### src/rtl/core/flt_pkg.sv
package flt_pkg;

  localparam int ADDR_W           = 32;
  localparam int FAIL_W           = 4;
  localparam int STATUS_W         = 4;
  localparam int THR_W            = 4;
  localparam int DEF_TABLE_ENTRIES = 64;

  localparam logic [THR_W-1:0]  SUSP_THR_RESET  = 4'd5;
  localparam logic [THR_W-1:0]  BLOCK_THR_RESET = 4'd10;
  localparam logic [FAIL_W-1:0] FAIL_MAX        = 4'd15;

  // request kinds
  localparam logic KIND_LOGIN = 1'b0;
  localparam logic KIND_LIST  = 1'b1;

  // register index (paddr[2])
  localparam logic REG_SUSP_THR  = 1'b0;
  localparam logic REG_BLOCK_THR = 1'b1;

  // result status codes
  localparam logic [STATUS_W-1:0] ST_SUCCESS     = 4'd0;
  localparam logic [STATUS_W-1:0] ST_FAILED      = 4'd1;
  localparam logic [STATUS_W-1:0] ST_SUSPICIOUS  = 4'd2;
  localparam logic [STATUS_W-1:0] ST_NOW_BLOCKED = 4'd3;
  localparam logic [STATUS_W-1:0] ST_REFUSED     = 4'd4;
  localparam logic [STATUS_W-1:0] ST_FULL        = 4'd5;
  localparam logic [STATUS_W-1:0] ST_LISTED      = 4'd6;
  localparam logic [STATUS_W-1:0] ST_NONE        = 4'd7;
  localparam logic [STATUS_W-1:0] ST_DENIED      = 4'd8;

  typedef struct packed {
    logic [ADDR_W-1:0] addr;
    logic [FAIL_W-1:0] fail;
    logic              blk;
  } entry_t;

  typedef enum logic [1:0] {
    S_IDLE,
    S_SCAN,
    S_UPDATE,
    S_EMIT
  } state_t;

endpackage

### src/rtl/core/failed_login_lockout_table.sv
// A login is answered after a table scan, one stored entry compared per cycle through
//   the single registered read port, then the entry update (when there is room) and the result.
// One request at a time; a list request scans the table, waiting whenever the result side
//   stalls, and emits one result per blocked entry.
// Reset (rst, synchronous, active high): table empty, thresholds 5 and 10,
//   no result pending. Table memory itself is not cleared; entries past the count are unused.
module failed_login_lockout_table
  import flt_pkg::*;
#(
  parameter int TABLE_ENTRIES = DEF_TABLE_ENTRIES
) (
  input  logic        clk,
  input  logic        rst,
  // request stream
  input  logic        s_tvalid,
  output logic        s_tready,
  input  logic [39:0] s_tdata,   // [31:0] source_addr, [32] credentials_valid,
                                 // [33] requester_is_admin, [39:34] zero
  input  logic [0:0]  s_tuser,   // [0] kind
  // result stream
  output logic        m_tvalid,
  input  logic        m_tready,
  output logic [31:0] m_tdata,   // [31:0] listed_addr
  output logic [3:0]  m_tuser,   // [3:0] status
  output logic        m_tlast,   // last
  // configuration
  input  logic        psel,
  input  logic        penable,
  input  logic        pwrite,
  input  logic [2:0]  paddr,
  input  logic [31:0] pwdata,
  output logic [31:0] prdata,
  output logic        pready
);

  localparam int IDX_W = $clog2(TABLE_ENTRIES);
  localparam int CNT_W = $clog2(TABLE_ENTRIES + 1);

  // ---------------- configuration registers ----------------
  logic [THR_W-1:0] susp_thr;
  logic [THR_W-1:0] block_thr;

  assign pready = 1'b1;

  always_ff @(posedge clk) begin
    if (rst) begin
      susp_thr  <= SUSP_THR_RESET;
      block_thr <= BLOCK_THR_RESET;
    end else if (psel && penable && pwrite && pready) begin
      unique case (paddr[2])
        REG_SUSP_THR:  susp_thr  <= pwdata[THR_W-1:0];
        REG_BLOCK_THR: block_thr <= pwdata[THR_W-1:0];
        default: ;
      endcase
    end
  end

  always_comb begin
    unique case (paddr[2])
      REG_SUSP_THR:  prdata = {{(32-THR_W){1'b0}}, susp_thr};
      REG_BLOCK_THR: prdata = {{(32-THR_W){1'b0}}, block_thr};
      default:       prdata = '0;
    endcase
  end

  // ---------------- entry table ----------------
  // One write port, one registered read port; read data only moves on rd_en
  // so a stalled list scan keeps the entry under compare.
  entry_t             mem [TABLE_ENTRIES];
  entry_t             mem_q;
  logic               rd_en;
  logic [IDX_W-1:0]   rd_addr;
  logic               wr_en;
  entry_t             wr_data;
  logic [IDX_W-1:0]   slot, slot_next;

  always_ff @(posedge clk) begin
    if (wr_en) begin
      mem[slot] <= wr_data;
    end
  end

  always_ff @(posedge clk) begin
    if (rd_en) begin
      mem_q <= mem[rd_addr];
    end
  end

  // ---------------- sequencer state ----------------
  state_t              state, state_next;
  logic [CNT_W-1:0]    count, count_next;       // entries in use
  logic [CNT_W-1:0]    scan_idx, scan_idx_next; // next entry to read
  logic                cmp_vld, cmp_vld_next;   // mem_q holds entry cmp_idx
  logic [IDX_W-1:0]    cmp_idx, cmp_idx_next;
  logic                req_kind, req_kind_next;
  logic [ADDR_W-1:0]   req_addr, req_addr_next;
  logic                req_cred, req_cred_next;
  logic [FAIL_W-1:0]   ent_fail, ent_fail_next;
  logic                ent_blk, ent_blk_next;
  logic                pend_vld, pend_vld_next; // blocked address held back for tlast
  logic [ADDR_W-1:0]   pend_addr, pend_addr_next;
  logic [STATUS_W-1:0] res_status, res_status_next;
  logic [ADDR_W-1:0]   res_addr, res_addr_next;

  // output register load
  logic                out_load;
  logic [STATUS_W-1:0] out_status;
  logic [ADDR_W-1:0]   out_addr;
  logic                out_last;
  logic                out_busy;

  logic                rd_more;
  logic                hit;
  logic                listed;
  logic [FAIL_W-1:0]   fail_inc;

  assign out_busy = m_tvalid && !m_tready;
  assign rd_more  = (scan_idx < count);
  assign hit      = cmp_vld && (mem_q.addr == req_addr);
  assign listed   = cmp_vld && mem_q.blk;
  assign fail_inc = (ent_fail == FAIL_MAX) ? ent_fail : ent_fail + 1'b1;
  assign rd_addr  = scan_idx[IDX_W-1:0];
  assign s_tready = (state == S_IDLE);

  always_comb begin
    state_next      = state;
    count_next      = count;
    scan_idx_next   = scan_idx;
    cmp_vld_next    = cmp_vld;
    cmp_idx_next    = cmp_idx;
    req_kind_next   = req_kind;
    req_addr_next   = req_addr;
    req_cred_next   = req_cred;
    slot_next       = slot;
    ent_fail_next   = ent_fail;
    ent_blk_next    = ent_blk;
    pend_vld_next   = pend_vld;
    pend_addr_next  = pend_addr;
    res_status_next = res_status;
    res_addr_next   = res_addr;
    rd_en           = 1'b0;
    wr_en           = 1'b0;
    wr_data         = '0;
    out_load        = 1'b0;
    out_status      = '0;
    out_addr        = '0;
    out_last        = 1'b0;

    unique case (state)
      S_IDLE: begin
        if (s_tvalid) begin
          req_kind_next = s_tuser[0];
          req_addr_next = s_tdata[31:0];
          req_cred_next = s_tdata[32];
          scan_idx_next = '0;
          cmp_vld_next  = 1'b0;
          pend_vld_next = 1'b0;
          if (s_tuser[0] == KIND_LIST && !s_tdata[33]) begin
            res_status_next = ST_DENIED;
            res_addr_next   = '0;
            state_next      = S_EMIT;
          end else begin
            state_next = S_SCAN;
          end
        end
      end

      S_SCAN: begin
        if (req_kind == KIND_LOGIN) begin
          if (hit) begin
            slot_next     = cmp_idx;
            ent_fail_next = mem_q.fail;
            ent_blk_next  = mem_q.blk;
            state_next    = S_UPDATE;
          end else if (!cmp_vld && !rd_more) begin
            // new source
            if (count >= CNT_W'(TABLE_ENTRIES)) begin
              res_status_next = ST_FULL;
              res_addr_next   = '0;
              state_next      = S_EMIT;
            end else begin
              slot_next     = count[IDX_W-1:0];
              ent_fail_next = '0;
              ent_blk_next  = 1'b0;
              count_next    = count + 1'b1;
              state_next    = S_UPDATE;
            end
          end else begin
            rd_en         = rd_more;
            cmp_vld_next  = rd_more;
            cmp_idx_next  = scan_idx[IDX_W-1:0];
            scan_idx_next = scan_idx + CNT_W'(rd_more);
          end
        end else begin
          // list: hold one blocked address back so the final one carries tlast
          if (!(listed && pend_vld && out_busy)) begin
            if (listed) begin
              if (pend_vld) begin
                out_load   = 1'b1;
                out_status = ST_LISTED;
                out_addr   = pend_addr;
                out_last   = 1'b0;
              end
              pend_addr_next = mem_q.addr;
              pend_vld_next  = 1'b1;
            end
            if (!cmp_vld && !rd_more) begin
              res_status_next = pend_vld ? ST_LISTED : ST_NONE;
              res_addr_next   = pend_vld ? pend_addr : '0;
              state_next      = S_EMIT;
            end else begin
              rd_en         = rd_more;
              cmp_vld_next  = rd_more;
              cmp_idx_next  = scan_idx[IDX_W-1:0];
              scan_idx_next = scan_idx + CNT_W'(rd_more);
            end
          end
        end
      end

      S_UPDATE: begin
        wr_en        = 1'b1;
        wr_data.addr = req_addr;
        wr_data.fail = ent_fail;
        wr_data.blk  = ent_blk;
        res_addr_next = '0;
        if (ent_blk) begin
          res_status_next = ST_REFUSED;
        end else if (req_cred) begin
          wr_data.fail    = '0;
          res_status_next = ST_SUCCESS;
        end else begin
          wr_data.fail = fail_inc;
          if (fail_inc >= block_thr) begin
            wr_data.blk     = 1'b1;
            res_status_next = ST_NOW_BLOCKED;
          end else if (fail_inc >= susp_thr) begin
            res_status_next = ST_SUSPICIOUS;
          end else begin
            res_status_next = ST_FAILED;
          end
        end
        state_next = S_EMIT;
      end

      S_EMIT: begin
        if (!out_busy) begin
          out_load   = 1'b1;
          out_status = res_status;
          out_addr   = res_addr;
          out_last   = 1'b1;
          state_next = S_IDLE;
        end
      end

      default: state_next = S_IDLE;
    endcase
  end

  always_ff @(posedge clk) begin
    if (rst) begin
      state    <= S_IDLE;
      count    <= '0;
      cmp_vld  <= 1'b0;
      pend_vld <= 1'b0;
    end else begin
      state    <= state_next;
      count    <= count_next;
      cmp_vld  <= cmp_vld_next;
      pend_vld <= pend_vld_next;
    end
  end

  always_ff @(posedge clk) begin
    scan_idx   <= scan_idx_next;
    cmp_idx    <= cmp_idx_next;
    req_kind   <= req_kind_next;
    req_addr   <= req_addr_next;
    req_cred   <= req_cred_next;
    slot       <= slot_next;
    ent_fail   <= ent_fail_next;
    ent_blk    <= ent_blk_next;
    pend_addr  <= pend_addr_next;
    res_status <= res_status_next;
    res_addr   <= res_addr_next;
  end

  // output register: parts the sequencer from the result side
  always_ff @(posedge clk) begin
    if (rst) begin
      m_tvalid <= 1'b0;
    end else if (out_load) begin
      m_tvalid <= 1'b1;
    end else if (m_tready) begin
      m_tvalid <= 1'b0;
    end
  end

  always_ff @(posedge clk) begin
    if (out_load) begin
      m_tuser <= out_status;
      m_tdata <= out_addr;
      m_tlast <= out_last;
    end
  end

`ifndef SYNTH
  a_count_bound: assert property (@(posedge clk) disable iff (rst)
    count <= CNT_W'(TABLE_ENTRIES))
    else $error("entry count past table size");

  a_count_step: assert property (@(posedge clk) disable iff (rst)
    (count != $past(count)) |-> (count == $past(count) + 1'b1))
    else $error("entry count moved by other than one");

  a_no_overwrite: assert property (@(posedge clk) disable iff (rst)
    out_load |-> !out_busy)
    else $error("result register loaded while held");

  a_last_single: assert property (@(posedge clk) disable iff (rst)
    (m_tvalid && m_tuser != ST_LISTED) |-> (m_tlast && m_tdata == '0))
    else $error("non-list result without tlast or with address");

  a_ready_idle: assert property (@(posedge clk) disable iff (rst)
    (s_tvalid && s_tready) |=> !s_tready)
    else $error("request taken while one is in flight");
`endif

endmodule

### config.mk
export PLATFORM = sky130hd
export DESIGN_NAME = failed_login_lockout_table
export DESIGN_NICKNAME = d
export VERILOG_FILES = /design/src/rtl/core/flt_pkg.sv /design/src/rtl/core/failed_login_lockout_table.sv
export SDC_FILE = /design/constraint.sdc
export NUM_CORES = 2
export LEC_CHECK = 0
export BUFFER_PORTS_ARGS = -buffer_cell sky130_fd_sc_hd__clkbuf_2
export CAP_MARGIN = 25
export CORE_ASPECT_RATIO = 1.4
export CORE_MARGIN = 2
export CORE_UTILIZATION = 45
export CTS_BUF_LIST = sky130_fd_sc_hd__clkbuf_16
export CTS_CLUSTER_SIZE = 28
export DETAILED_ROUTE_END_ITERATION = 12
export SETUP_SLACK_MARGIN = 0.3
export SLEW_MARGIN = 25
export SYNTH_ARGS = -nofsm -noshare
export SYNTH_HDL_FRONTEND = slang
export SYNTH_SLANG_ARGS = --single-unit
### constraint.sdc
create_clock -name clk -period 6.6 [get_ports clk]
set_input_delay 0.66 -clock clk [delete_from_list [all_inputs] [get_ports clk]]
set_output_delay 0.66 -clock clk [all_outputs]
set_load 0.01 [all_outputs]
==> results by group <==
Run status
  • Run status: finished, final reports clean

Finish
  • Seq. cell area: 77510 um^2
  • Most frequent cells in the layout: 2568 x edfxtp_1, 713 x mux4_2, 234 x clkbuf_16
  • Area of the multi-input gates: 21220 um^2
  • Fill count: 17120
  • Share of layout cells above drive strength 1: 29.40%
  • Nets: 4652
  • Most common cell after layout, fill and taps aside: edfxtp_1
  • Post-Layout Cell Count: 7615
  • Final Util: 50.89%
  • Layout area overhead: 12.66%

Flow run
  • Max Cap Viol: 0

Global routing
  • Vias in the first global route: 46870
  • Total global-route track usage: 22.26%
  • Pin count of the biggest net entering global routing: 113
  • Global route total overflow: 0
  • GR Util met1: 29.51%
  • Met2 Use GR: 38.56%
  • Met3 GRT Util: 2.777%
  • First-pass GRT wire length: 353500 um
  • Antenna violations before repair: 7
  • Busiest layer in global routing: met2

Timing
  • Worst-Margin Slew: 1122 ps
  • Fin crit share: 60.84%
  • Max Slew Vio Count: 0
  • RSZ-0062 raised after global routing: false
  • Final setup fails: 0
  • Post-route minimum period: 4016 ps
  • Max Fclk: 0.2490 GHz
  • Worst hold slack: 131.3 ps
  • Slew HR: 24.62%
  • Hold Violations, Final: 0
  • Setup TNS: 0 ps
  • Clock Skew: 30.06 ps

Routing
  • Routed WL: 251100 um
  • Routed vias: 45850
  • Router iterations before antenna repair: 5
  • DR iter-0 viols: 5266
  • Post-route DRC: 0
  • WL/cell: 32.98 um
  • Final ANT Viol Nets: 0
  • Drt via density: 6.021

Setup path
  • Critical path, cell by cell: inv_1 -> ha_2 -> buf_4 -> nand4b_1 -> nor2_4 -> buf_4
  • Critical path type: reg2reg
  • Most frequent cell on the critical path: buf_4
  • Worst r2r src: state[0]
  • Max FO, Critical Path: 48
  • CP Capture Type: flip-flop
  • Slowest stage delay, CP: 920 ps
  • WP data arrival: 4500 ps
  • Startpoint Class: flip-flop
  • CP max-delay cell: nor2_4
  • WP data required: 7080 ps
  • Worst Setup SP: state[0]

Power
  • Cell leakage power: 35.60 nW
  • Pwr/cell area: 388.1 nW/um^2
  • Total power: 43.46 mW
  • VDD IR max: 0.3900 mV

Floorplan
  • Io pins: 155
  • Initial Utilization: 45.18%
  • Core area: 220000 um^2
  • Die area: 224700 um^2
  • Die Width: 401.2 um
  • Row count: 204
  • Die extent in y: 560.1 um

Synth
  • Top post-synthesis cells by area: edfxtp_1 78%, mux4_2 16%, and2_1 0.50%
  • Synth Flop Type: edfxtp_1
  • Distinct cells, synth: 61
  • Synthesized instance count: 4255
  • Share of the synthesized area in the top cell type: 77.58%
  • Syn_area_per_cell: 23.36 um^2
  • Seq cells post-synth: 2588
  • Ys Warns: 0
  • Post-synth top area cell: edfxtp_1
  • Post-synthesis sequential area ratio: 77.99%
  • Post-synth EDFFs: 2568
  • Synthesized cell area: 99400 um^2
  • Asr flop ratio synth: 0%

Placement
  • HPWL after DPL: 140500 um
  • Dpl cells: 7163
  • IO buf count: 89
  • Final Wtd Congestion: 0.8241

Clock network
  • Clk_lat worst skew: 860 ps
  • Clk Tree Root Cell: clkbuf_16
  • CTS Buffer Depth: 4
  • CTS Buf Count: 230
  • CTS resizes: 0
  • CTS Sinks: 2588
  • Post-CTS Setup Bufs: 0
  • H-tree depth: 4
  • Clock-pin transition on the worst setup and hold timing paths: 60 ps
  • CTS tree: built

Hold path
  • Hold crit path type: in2reg
  • HP Start: pwdata[0]
==> cell usage after synthesis (4+ instances only) <==
master / count
a32o_1: 9
mux4_2: 713
a22oi_1: 22
a2111oi_0: 6
inv_1: 26
a31oi_1: 8
nor2_1: 113
nor4_1: 11
nor3_1: 19
and3_1: 6
ha_1: 23
a21o_1: 9
clkbuf_1: 91
o21ai_0: 21
buf_1: 20
mux2_2: 14
mux2i_1: 38
buf_6: 7
xor2_1: 24
or3_1: 4
nand4_1: 5
a22o_1: 34
buf_4: 45
nand3_1: 14
a211oi_1: 12
buf_2: 81
and2_1: 79
nor2b_1: 19
o22ai_1: 33
nand2_1: 60
a211o_1: 5
dfxtp_1: 20
a21oi_1: 31
edfxtp_1: 2568
xnor2_1: 17
nand2b_1: 9
==> path summary, 6_finish.rpt <==
path                   end  slack [ps]  depth (start not counted)
max            mem[53][20]        2580                          6
min            susp_thr[0]         130                          4
max reg2reg    mem[53][20]        2580                          6
min reg2reg  pend_addr[15]         470                          0
==> routing by layer <==
layer,share of wire (%),up-vias
li1,-,18640
met1,39,25020
met2,52,1794
met3,6.3,404
met4,3.1,2
met5,0.0064,-
==> through the flow <==
step | setup slack, ps | instance area, um^2
3_5_place_dp | 2711 | 104300
6_report | 2584 | 112000
3_3_place_gp | 2706 | 104200
2_1_floorplan | 1945 | 99500
5_1_grt | 2416 | 112000
4_1_cts | 2677 | 111900
==> kinds of logic (layout without fill, tap and decap cells) <==
group	Yosys count	count (layout)	synth area share, %
compound gates	211	211	1.509
xor+xnor	41	41	0.3613
fa+ha+maj	23	23	0.2895
buf+inv	271	714	1.348
flops	2588	2588	77.99
mux	767	767	16.72
other cells	2	35	0.007556
simple gates	352	352	1.779
==> worst max-delay path: cells and delay by family (launching register included) <==
kind	cells	cell delay [ps]
simple gates	2	1690
buf+inv	3	1310
flops	1	360
fa+ha+maj	1	170
==> layout make-up <==
type / count / share of cell area [%]
clock buffers: 234 / 5.229
well taps: 2884 / 3.222
diodes: 6 / 0.01341
clock inverters: 177 / 1.227
inverters: 27 / 0.09497
repair buffers: 276 / 2.038
multi-input cells: 1423 / 18.95
flip-flops and latches: 2588 / 69.22
==> registers in the layout, summed over array words and instances (netlist names), 2 cells and up <==
signal / flops
state: 2
mem_q: 37
pend_addr: 32
res_addr: 32
cmp_idx: 6
m_tdata: 32
count: 7
res_status: 4
mem: 2368
m_tuser: 4
scan_idx: 7
slot: 6
block_thr: 4
susp_thr: 4
req_addr: 32
ent_fail: 4
==> report_power, final <==
group / switching, mW / internal [mW] / leakage (nW)
Combinational: 6.20 / 4.81 / 7.75
Sequential: 0.266 / 19.1 / 24.1
Clock: 5.78 / 7.28 / 3.74
==> what timing repair did <==
item / CTS / global route
hold endpoints to repair: 34 / 0
endpoints found under the setup margin: 0 / 0
hold buffers: 34 / 0
No activity file was read; power rests on OpenSTA's default activity.
